**src/message_bank_keystream_decoder_unit_defines.svh**
```systemverilog
// Assertion macros shared by the decoder RTL.
// Each macro expects clk and rst_n in the scope where it is used.
`ifndef MESSAGE_BANK_KEYSTREAM_DECODER_UNIT_DEFINES_SVH
`define MESSAGE_BANK_KEYSTREAM_DECODER_UNIT_DEFINES_SVH

// cond must hold at every edge out of reset
`define MBKD_ASSERT(name, cond) \
  name: assert property (@(posedge clk) disable iff (!rst_n) (cond)) \
    else $error("mbkd assertion failed");

// ante implies cons in the same cycle
`define MBKD_ASSERT_IMP(name, ante, cons) \
  name: assert property (@(posedge clk) disable iff (!rst_n) (ante) |-> (cons)) \
    else $error("mbkd assertion failed");

// ante implies cons in the next cycle
`define MBKD_ASSERT_NEXT(name, ante, cons) \
  name: assert property (@(posedge clk) disable iff (!rst_n) (ante) |=> (cons)) \
    else $error("mbkd assertion failed");

`endif

```
**src/mbkd_pkg.sv**
```systemverilog
// Types and constants for the message bank keystream decoder.
// No dependencies; imported by every module of the block.
package mbkd_pkg;

  localparam logic CMD_HEADER = 1'b0;
  localparam logic CMD_TEXT   = 1'b1;

  localparam logic [1:0] ST_OK      = 2'd0;
  localparam logic [1:0] ST_BAD_ID  = 2'd1;
  localparam logic [1:0] ST_BAD_STR = 2'd2;

  localparam logic [1:0] REG_BANK_SEED   = 2'd0;
  localparam logic [1:0] REG_ENTRY_COUNT = 2'd1;
  localparam logic [1:0] REG_BANK_SIZE   = 2'd2;
  localparam logic [1:0] REG_TEXT_CAP    = 2'd3;

  localparam logic [15:0] ENTRY_KEY_MUL   = 16'd765;
  localparam logic [31:0] STRING_KEY_MUL  = 32'd596947;
  // only the low half matters, key arithmetic wraps at 16 bits
  localparam logic [15:0] STRING_KEY_MUL16 = STRING_KEY_MUL[15:0];
  localparam logic [15:0] STRING_KEY_STEP = 16'd18749;
  localparam logic [19:0] SLOT_TAIL       = 20'd12;
  localparam logic [31:0] MIN_BANK_SIZE   = 32'd4;

  typedef struct packed {
    logic        command;
    logic [15:0] entry_id;
    logic        first_unit;
    logic [15:0] cipher_unit;
    logic [31:0] enc_offset;
    logic [31:0] enc_length;
  } in_word_t;

  typedef struct packed {
    logic [15:0] plain_unit;
    logic [31:0] entry_offset;
    logic [31:0] entry_length;
    logic [1:0]  status;
  } out_word_t;

  typedef struct packed {
    logic [15:0] bank_seed;
    logic [15:0] entry_count;
    logic [31:0] bank_size_bytes;
    logic [31:0] text_capacity;
  } cfg_t;

  // classified word as it waits in the queue
  typedef struct packed {
    logic        command;
    logic        first_unit;
    logic [15:0] cipher_unit;
    logic [31:0] enc_offset;
    logic [31:0] enc_length;
    logic [15:0] id_p1;
    logic [15:0] seed_key;
    logic [15:0] text_key;
    logic        bad_id;
  } q_entry_t;

endpackage

```
**src/mbkd_front.sv**
```systemverilog
// Front end: classifies an incoming word and precomputes its keys and id check.
// Depends on mbkd_pkg.
module mbkd_front (
  input  mbkd_pkg::in_word_t in_word,
  input  mbkd_pkg::cfg_t     cfg,
  output mbkd_pkg::q_entry_t entry
);
  import mbkd_pkg::*;

  logic [15:0] id_p1;
  logic [19:0] slot_end;

  always_comb begin
    id_p1    = in_word.entry_id + 16'd1;
    slot_end = {1'b0, in_word.entry_id, 3'b000} + SLOT_TAIL;

    entry.command     = in_word.command;
    entry.first_unit  = in_word.first_unit;
    entry.cipher_unit = in_word.cipher_unit;
    entry.enc_offset  = in_word.enc_offset;
    entry.enc_length  = in_word.enc_length;
    entry.id_p1       = id_p1;
    entry.seed_key    = 16'(cfg.bank_seed * ENTRY_KEY_MUL);
    entry.text_key    = 16'(id_p1 * STRING_KEY_MUL16);
    // table slot of 8 bytes after a 4-byte bank header must fit in the bank
    entry.bad_id      = (cfg.bank_size_bytes < MIN_BANK_SIZE)
                      || (in_word.entry_id >= cfg.entry_count)
                      || ({12'd0, slot_end} > cfg.bank_size_bytes);
  end

endmodule

```
**src/mbkd_queue.sv**
```systemverilog
// Short FIFO of classified words between the front and back ends.
// Depends on mbkd_pkg for the entry type.
module mbkd_queue #(
  parameter int DEPTH = 4
) (
  input  logic               clk,
  input  logic               rst_n,
  input  logic               push,
  input  mbkd_pkg::q_entry_t push_data,
  output logic               full,
  input  logic               pop,
  output mbkd_pkg::q_entry_t head,
  output logic               head_valid
);
  import mbkd_pkg::*;

  localparam int PTR_W = (DEPTH > 1) ? $clog2(DEPTH) : 1;
  localparam int CNT_W = $clog2(DEPTH + 1);
  localparam logic [PTR_W-1:0] LAST  = PTR_W'(DEPTH - 1);
  localparam logic [CNT_W-1:0] CDEPTH = CNT_W'(DEPTH);

  q_entry_t         mem_r [DEPTH];
  logic [PTR_W-1:0] wr_ptr_r, wr_ptr_nxt;
  logic [PTR_W-1:0] rd_ptr_r, rd_ptr_nxt;
  logic [CNT_W-1:0] count_r, count_nxt;

  assign full       = (count_r == CDEPTH);
  assign head_valid = (count_r != '0);
  assign head       = mem_r[rd_ptr_r];

  always_comb begin
    wr_ptr_nxt = wr_ptr_r;
    rd_ptr_nxt = rd_ptr_r;
    count_nxt  = count_r;
    if (push) begin
      wr_ptr_nxt = (wr_ptr_r == LAST) ? '0 : wr_ptr_r + 1'b1;
    end
    if (pop) begin
      rd_ptr_nxt = (rd_ptr_r == LAST) ? '0 : rd_ptr_r + 1'b1;
    end
    if (push && !pop) begin
      count_nxt = count_r + 1'b1;
    end else if (pop && !push) begin
      count_nxt = count_r - 1'b1;
    end
  end

  always_ff @(posedge clk) begin
    if (!rst_n) begin
      wr_ptr_r <= '0;
      rd_ptr_r <= '0;
      count_r  <= '0;
    end else begin
      wr_ptr_r <= wr_ptr_nxt;
      rd_ptr_r <= rd_ptr_nxt;
      count_r  <= count_nxt;
    end
  end

  always_ff @(posedge clk) begin
    if (push) begin
      mem_r[wr_ptr_r] <= push_data;
    end
  end

endmodule

```
**src/mbkd_back.sv**
```systemverilog
// Back end: running text key, header key multiply and string checks, output register.
// Depends on mbkd_pkg and the assertion macro header.
`include "message_bank_keystream_decoder_unit_defines.svh"

module mbkd_back (
  input  logic               clk,
  input  logic               rst_n,
  input  mbkd_pkg::cfg_t     cfg,
  input  mbkd_pkg::q_entry_t head,
  input  logic               head_valid,
  output logic               pop,
  output logic               out_valid,
  input  logic               out_ready,
  output mbkd_pkg::out_word_t out_word
);
  import mbkd_pkg::*;

  typedef enum logic [1:0] {
    BS_RUN = 2'b01,
    BS_HDR = 2'b10
  } bstate_t;

  bstate_t     state_r, state_nxt;
  logic [15:0] string_key_r, string_key_nxt;
  logic        out_valid_r, out_valid_nxt;
  out_word_t   out_r, out_nxt;
  logic [15:0] key_mul_r, key_mul_nxt;
  logic [31:0] enc_off_r, enc_off_nxt;
  logic [31:0] enc_len_r, enc_len_nxt;
  logic        bad_id_r, bad_id_nxt;

  logic        out_free;
  logic [15:0] key_cur;
  logic [31:0] key_word;
  logic [31:0] off;
  logic [31:0] len;
  logic [32:0] room;
  logic        bad_str;

  assign out_free  = !out_valid_r || out_ready;
  assign out_valid = out_valid_r;
  assign out_word  = out_r;

  always_comb begin
    key_cur  = head.first_unit ? head.text_key : string_key_r;
    key_word = {key_mul_r, key_mul_r};
    off      = enc_off_r ^ key_word;
    len      = enc_len_r ^ key_word;
    // only meaningful when off <= size, the other terms cover the rest
    room     = {1'b0, cfg.bank_size_bytes} - {1'b0, off};
    bad_str  = (len > cfg.text_capacity) || (off > cfg.bank_size_bytes)
             || ({len, 1'b0} > room);
  end

  always_comb begin
    state_nxt      = state_r;
    string_key_nxt = string_key_r;
    out_valid_nxt  = out_valid_r && !out_ready;
    out_nxt        = out_r;
    key_mul_nxt    = key_mul_r;
    enc_off_nxt    = enc_off_r;
    enc_len_nxt    = enc_len_r;
    bad_id_nxt     = bad_id_r;
    pop            = 1'b0;
    unique case (state_r)
      BS_RUN: begin
        if (head_valid) begin
          if (head.command == CMD_TEXT) begin
            if (out_free) begin
              pop                 = 1'b1;
              string_key_nxt      = key_cur + STRING_KEY_STEP;
              out_valid_nxt       = 1'b1;
              out_nxt.plain_unit   = head.cipher_unit ^ key_cur;
              out_nxt.entry_offset = '0;
              out_nxt.entry_length = '0;
              out_nxt.status       = ST_OK;
            end
          end else begin
            pop         = 1'b1;
            key_mul_nxt = 16'(head.seed_key * head.id_p1);
            enc_off_nxt = head.enc_offset;
            enc_len_nxt = head.enc_length;
            bad_id_nxt  = head.bad_id;
            state_nxt   = BS_HDR;
          end
        end
      end
      BS_HDR: begin
        if (out_free) begin
          out_valid_nxt      = 1'b1;
          out_nxt.plain_unit = '0;
          if (bad_id_r) begin
            out_nxt.entry_offset = '0;
            out_nxt.entry_length = '0;
            out_nxt.status       = ST_BAD_ID;
          end else if (bad_str) begin
            out_nxt.entry_offset = '0;
            out_nxt.entry_length = '0;
            out_nxt.status       = ST_BAD_STR;
          end else begin
            out_nxt.entry_offset = off;
            out_nxt.entry_length = len;
            out_nxt.status       = ST_OK;
          end
          state_nxt = BS_RUN;
        end
      end
      default: begin
        state_nxt = BS_RUN;
      end
    endcase
  end

  always_ff @(posedge clk) begin
    if (!rst_n) begin
      state_r      <= BS_RUN;
      string_key_r <= '0;
      out_valid_r  <= 1'b0;
    end else begin
      state_r      <= state_nxt;
      string_key_r <= string_key_nxt;
      out_valid_r  <= out_valid_nxt;
    end
  end

  always_ff @(posedge clk) begin
    out_r     <= out_nxt;
    key_mul_r <= key_mul_nxt;
    enc_off_r <= enc_off_nxt;
    enc_len_r <= enc_len_nxt;
    bad_id_r  <= bad_id_nxt;
  end

  `MBKD_ASSERT_IMP(a_fail_zero, out_valid_r && (out_r.status != ST_OK), (out_r.entry_offset == '0) && (out_r.entry_length == '0))
  `MBKD_ASSERT_IMP(a_text_ok, out_valid_r && (out_r.plain_unit != '0), out_r.status == ST_OK)
  `MBKD_ASSERT_IMP(a_pop_valid, pop, head_valid)
  `MBKD_ASSERT_NEXT(a_hdr_done, (state_r == BS_HDR) && out_free, out_valid_r && (state_r == BS_RUN))

endmodule

```
**src/message_bank_keystream_decoder_unit.sv**
```systemverilog
// Message bank keystream decoder. Text words (command 1) leave one per cycle
// while the output accepts and no header is in the back end; header words
// (command 0) get a key multiply, then offset/length checks, and the back end
// takes no new word while it checks. A queue of QUEUE_DEPTH words between front
// and back keeps the input accepting while a header is worked on or the output
// stalls. Registers sit at byte addresses 0 (bank seed), 4 (entry count),
// 8 (bank size) and 12 (text capacity).
// Depends on mbkd_pkg, mbkd_front, mbkd_queue and mbkd_back.
module message_bank_keystream_decoder_unit #(
  parameter int QUEUE_DEPTH = 4
) (
  input  logic                clk,
  input  logic                rst_n,
  input  logic                in_valid,
  output logic                in_ready,
  input  mbkd_pkg::in_word_t  in_data,
  output logic                out_valid,
  input  logic                out_ready,
  output mbkd_pkg::out_word_t out_data,
  input  logic                psel,
  input  logic                penable,
  input  logic                pwrite,
  input  logic [3:0]          paddr,
  input  logic [31:0]         pwdata,
  output logic [31:0]         prdata,
  output logic                pready
);
  import mbkd_pkg::*;

  cfg_t        cfg_r, cfg_nxt;
  q_entry_t    front_entry;
  q_entry_t    head;
  logic        head_valid;
  logic        q_full;
  logic        pop;
  logic        push;
  logic        wr_en;
  logic [1:0]  reg_idx;

  assign pready  = 1'b1;
  assign reg_idx = paddr[3:2];
  assign wr_en   = psel && penable && pwrite;

  always_comb begin
    cfg_nxt = cfg_r;
    if (wr_en) begin
      unique case (reg_idx)
        REG_BANK_SEED:   cfg_nxt.bank_seed       = pwdata[15:0];
        REG_ENTRY_COUNT: cfg_nxt.entry_count     = pwdata[15:0];
        REG_BANK_SIZE:   cfg_nxt.bank_size_bytes = pwdata;
        REG_TEXT_CAP:    cfg_nxt.text_capacity   = pwdata;
        default: ;
      endcase
    end
  end

  always_comb begin
    unique case (reg_idx)
      REG_BANK_SEED:   prdata = {16'd0, cfg_r.bank_seed};
      REG_ENTRY_COUNT: prdata = {16'd0, cfg_r.entry_count};
      REG_BANK_SIZE:   prdata = cfg_r.bank_size_bytes;
      REG_TEXT_CAP:    prdata = cfg_r.text_capacity;
      default:         prdata = '0;
    endcase
  end

  always_ff @(posedge clk) begin
    if (!rst_n) begin
      cfg_r <= '0;
    end else begin
      cfg_r <= cfg_nxt;
    end
  end

  assign in_ready = !q_full;
  assign push     = in_valid && in_ready;

  mbkd_front u_front (
    .in_word (in_data),
    .cfg     (cfg_r),
    .entry   (front_entry)
  );

  mbkd_queue #(
    .DEPTH (QUEUE_DEPTH)
  ) u_queue (
    .clk        (clk),
    .rst_n      (rst_n),
    .push       (push),
    .push_data  (front_entry),
    .full       (q_full),
    .pop        (pop),
    .head       (head),
    .head_valid (head_valid)
  );

  mbkd_back u_back (
    .clk        (clk),
    .rst_n      (rst_n),
    .cfg        (cfg_r),
    .head       (head),
    .head_valid (head_valid),
    .pop        (pop),
    .out_valid  (out_valid),
    .out_ready  (out_ready),
    .out_word   (out_data)
  );

endmodule

```
**config.mk**
```make
export PLATFORM = sky130hd
export DESIGN_NAME = message_bank_keystream_decoder_unit
export DESIGN_NICKNAME = d
export VERILOG_FILES = /design/src/mbkd_pkg.sv /design/src/mbkd_front.sv /design/src/mbkd_queue.sv /design/src/mbkd_back.sv /design/src/message_bank_keystream_decoder_unit.sv
export VERILOG_INCLUDE_DIRS = /design/src /design/src/src
export SDC_FILE = /design/constraint.sdc
export NUM_CORES = 2
export LEC_CHECK = 0
export CORE_MARGIN = 2
export CORE_UTILIZATION = 40
export DETAILED_ROUTE_END_ITERATION = 10
export DONT_BUFFER_PORTS = 1
export GPL_ROUTABILITY_DRIVEN = 1
export SLEW_MARGIN = 30
export SYNTH_ARGS = -nofsm -noshare
export SYNTH_HDL_FRONTEND = slang
export SYNTH_SLANG_ARGS = --single-unit
```
**constraint.sdc**
```tcl
create_clock -name clk -period 19 [get_ports clk]
set_input_delay 0.95 -clock clk [delete_from_list [all_inputs] [get_ports clk]]
set_output_delay 0.95 -clock clk [all_outputs]
set_load 0.05 [all_outputs]
```
==> results_dict.tcl <==
set metrics [dict create \
    seqCellArea_um2 23000 \
    rows 120 \
    syn_to_final_growth_pct 10.6 \
    status "complete, no violations" \
    rrSetupSlack_ps 11500 \
    final_antenna_net_count 0 \
    via_per_inst 5.26 \
    r2r_end "u_back.key_mul_r[15]" \
    fin_util 0.446 \
    cts_resized 0 \
    wl_per_cell_um 23.8 \
    post-cts-setup-buffers 0 \
    grt_pass1_vias 25230 \
    timing.final.crit_share 0.395 \
    drc 0 \
    layout-drive-gt1-share 0.114 \
    synth-async-reset-ratio 0 \
    io_buffers 0 \
    grt_max_degree 100 \
    setup.worst_path.end "u_back.key_mul_r[15]" \
    syn_inst 3195 \
    endpoint_kind "flip-flop" \
    critical_path_class "flip-flop to flip-flop" \
    drt_iter0_drc 1585 \
    hold_viol 0 \
    ys_seq_area_frac 0.534 \
    finalSetupTns_ps 0 \
    die-area_um2 110000 \
    min_path_type "input port to flip-flop" \
    setup_viol 0 \
    gp_congestion 0.880 \
    numCtsBuffers 84 \
    holdBufCountCts 0 \
    critPathLaunchType "flip-flop" \
    cts.clk_slew.worst_paths_ps 60 \
    cts_buffer_depth 3 \
    clk_latency_ps 660 \
    dr.pass1.iters 7 \
    ys_types 74 \
    grt_usage 0.202 \
    maxCapViolCount 0 \
    core-area_um2 107000 \
    num-nets-final 3817 \
    fin_skew_ps 45.9 \
    stdcell_area_um2 47600 \
    cts_tree "done" \
    via_count 24685 \
    rr_worst_depth 21 \
    place_area_um2 44800 \
    worstPathRequired_ps 19380 \
    ys_warn_count 0 \
    synth-seq-cells 807 \
    synth-edff-count 683 \
    h-tree-depth 3 \
    period_needed_ps 7500 \
    syn_area_um2 43100 \
    cts_sinks 807 \
    syn_area_per_cell_um2 13.5 \
    fillCellCount 9583 \
    clockRootBuffer "clkbuf_16" \
    grt_overflow 0 \
    wirelength_mm 112 \
    multi_input_area_um2 18400 \
    fp.dieW_um 332 \
    ys.flop_type "edfxtp_1" \
    relSlewSlack 0.351 \
    grt_pass1_wl_mm 165 \
    die_y_um 332 \
    initial_core_util 0.403 \
    max_freq_mhz 133 \
    io_pins 258 \
    syn-num-nets 3789 \
    finalMaxSlewViolations 0 \
    hpwl_mm 81.3 \
    antenna_found_initial 6 \
    critPathMaxFanout 36 \
    grt_setup_unrepaired "no" \
    critical_path_arrival_ps 7880 \
    worst-slew-pin-transition_ps 971 \
]
==> worst min path at each step <==
| stage | from | to | slack [ps] | depth (start not counted) |
|---|---|---|---|---|
| floorplan | u_back.string_key_r[5] | u_back.string_key_r[5] | 430 | 2 |
| global placement | u_back.string_key_r[5] | u_back.string_key_r[5] | 440 | 2 |
| detailed placement | u_back.string_key_r[5] | u_back.string_key_r[5] | 450 | 2 |
| CTS | in_data[5] | u_queue.mem_r[2][54] | 340 | 0 |
| global route | in_data[54] | u_queue.mem_r[2][103] | 350 | 0 |
| finish | in_data[5] | u_queue.mem_r[2][54] | 380 | 0 |
==> per-layer routing <==
metal  global-route usage  part of all wire  up-vias
met5                    0           0.00050        -
li1                     -                 -    11409
met3               0.0914              0.11      173
met4               0.0683             0.033        8
met2                0.320              0.46      641
met1                0.243              0.39    12454
==> registers in the layout, summed over array words and instances, names as in the netlist, 3 cells and up, named ones only <==
name	flops
u_back.enc_len_r	32
u_back.out_word	82
u_queue.count_r	3
cfg_r	96
u_back.string_key_r	16
u_queue.mem_r	520
u_back.enc_off_r	32
u_back.key_mul_r	16
==> critical path, stage by stage, from the launching register on <==
cell and delay (ps):
dfxtp_4 640, buf_4 680, mux4_2 790, and2_1 260
fa_1 540, inv_1 60, fa_1 530, inv_1 40
ha_1 210, fa_1 500, fa_1 510, inv_1 60
fa_1 520, inv_1 40, ha_1 350, a21oi_1 130
o21ai_0 100, a21oi_1 260, nor2b_1 80, o21a_1 190
o41ai_1 480, xnor2_1 180
==> area by class of cell <==
cell class              instances  share of cell area
repair buffers                 49             0.00838
clock inverters                49              0.0123
diodes                          4            0.000210
multi-input cells            1937               0.386
flip-flops and latches        807               0.483
inverters                     344              0.0272
clock buffers                 104              0.0466
well taps                    1403              0.0368
==> through the flow <==
| stage | instances | worst slack [ps] | hold slack, ps |
|---|---|---|---|
| floorplan | 3195 | 12480 | 431 |
| global placement | 4539 | 11390 | 437 |
| detailed placement | 4539 | 11340 | 446 |
| CTS | 4692 | 11340 | 341 |
| global route | 4693 | 10980 | 353 |
| finish | 4697 | 11500 | 377 |
==> cell usage in the layout, fill, tap and decap left out, types with 7 or more instances in the layout <==
cell type,netlist,final
mux2i_1,29,29
a211o_1,7,7
nand2_1,305,305
a31oi_1,8,8
a21oi_1,176,175
buf_4,11,45
clkinv_1,0,10
nor2_1,125,123
xnor2_1,138,138
o21a_1,8,8
a211oi_1,7,7
nand4_1,27,27
nor4_1,8,8
nor3_1,20,19
nor2b_1,55,44
nor2b_2,0,11
edfxtp_1,683,683
clkinv_2,0,17
xor2_1,87,87
nand2b_1,8,8
ha_1,280,280
o22ai_1,8,8
mux4_2,146,146
and2_1,76,76
o21bai_1,16,16
dfxtp_1,124,122
or3_1,7,7
clkbuf_1,74,17
bufinv_16,0,9
a21o_1,67,67
inv_1,343,343
o21ai_0,35,35
fa_1,173,173
nand3_1,25,25
or2_2,9,9
clkbuf_16,0,85
==> kinds of logic after synthesis <==
logic type,share of synthesized area
flip-flops,0.534
multiplexers,0.0844
AO/OA/AOI/OAI,0.0546
XOR/XNOR,0.0478
adder cells (fa/ha/maj),0.163
buffers and inverters,0.0413
other,0.0000871
AND/OR/NAND/NOR,0.0747
==> synthesized netlist by cell type (all sizes together) (3+ instances only) <==
master,count,share of area
edfxtp,683,0.48
inv,344,0.030
nand2,305,0.027
ha,280,0.081
a21oi,178,0.021
fa,173,0.080
mux4,146,0.076
xnor2,142,0.030
nor2,126,0.011
dfxtp,124,0.058
xor2,87,0.018
and2,76,0.011
clkbuf,74,0.0064
a21o,67,0.012
nor2b,55,0.0080
o21ai,41,0.0049
buf,33,0.0049
mux2i,30,0.0071
nand4,27,0.0039
nand3,26,0.0031
nor3,21,0.0026
o21bai,16,0.0028
and3,10,0.0015
a31oi,9,0.0015
or2,9,0.0013
a211oi,8,0.0015
nand2b,8,0.0012
nor4,8,0.0012
o21a,8,0.0014
o22ai,8,0.0012
a211o,7,0.0014
or3,7,0.0010
maj3,6,0.0014
o211ai,6,0.0010
and4,5,0.0010
o2111ai,5,0.0012
mux2,4,0.0010
a21boi,3,0.00052
a41oi,3,0.00078
o41ai,3,0.00061
Power is left out: the tool's default activity adds up to more than one toggle a clock period on the data nets, which glitch-free logic cannot reach.
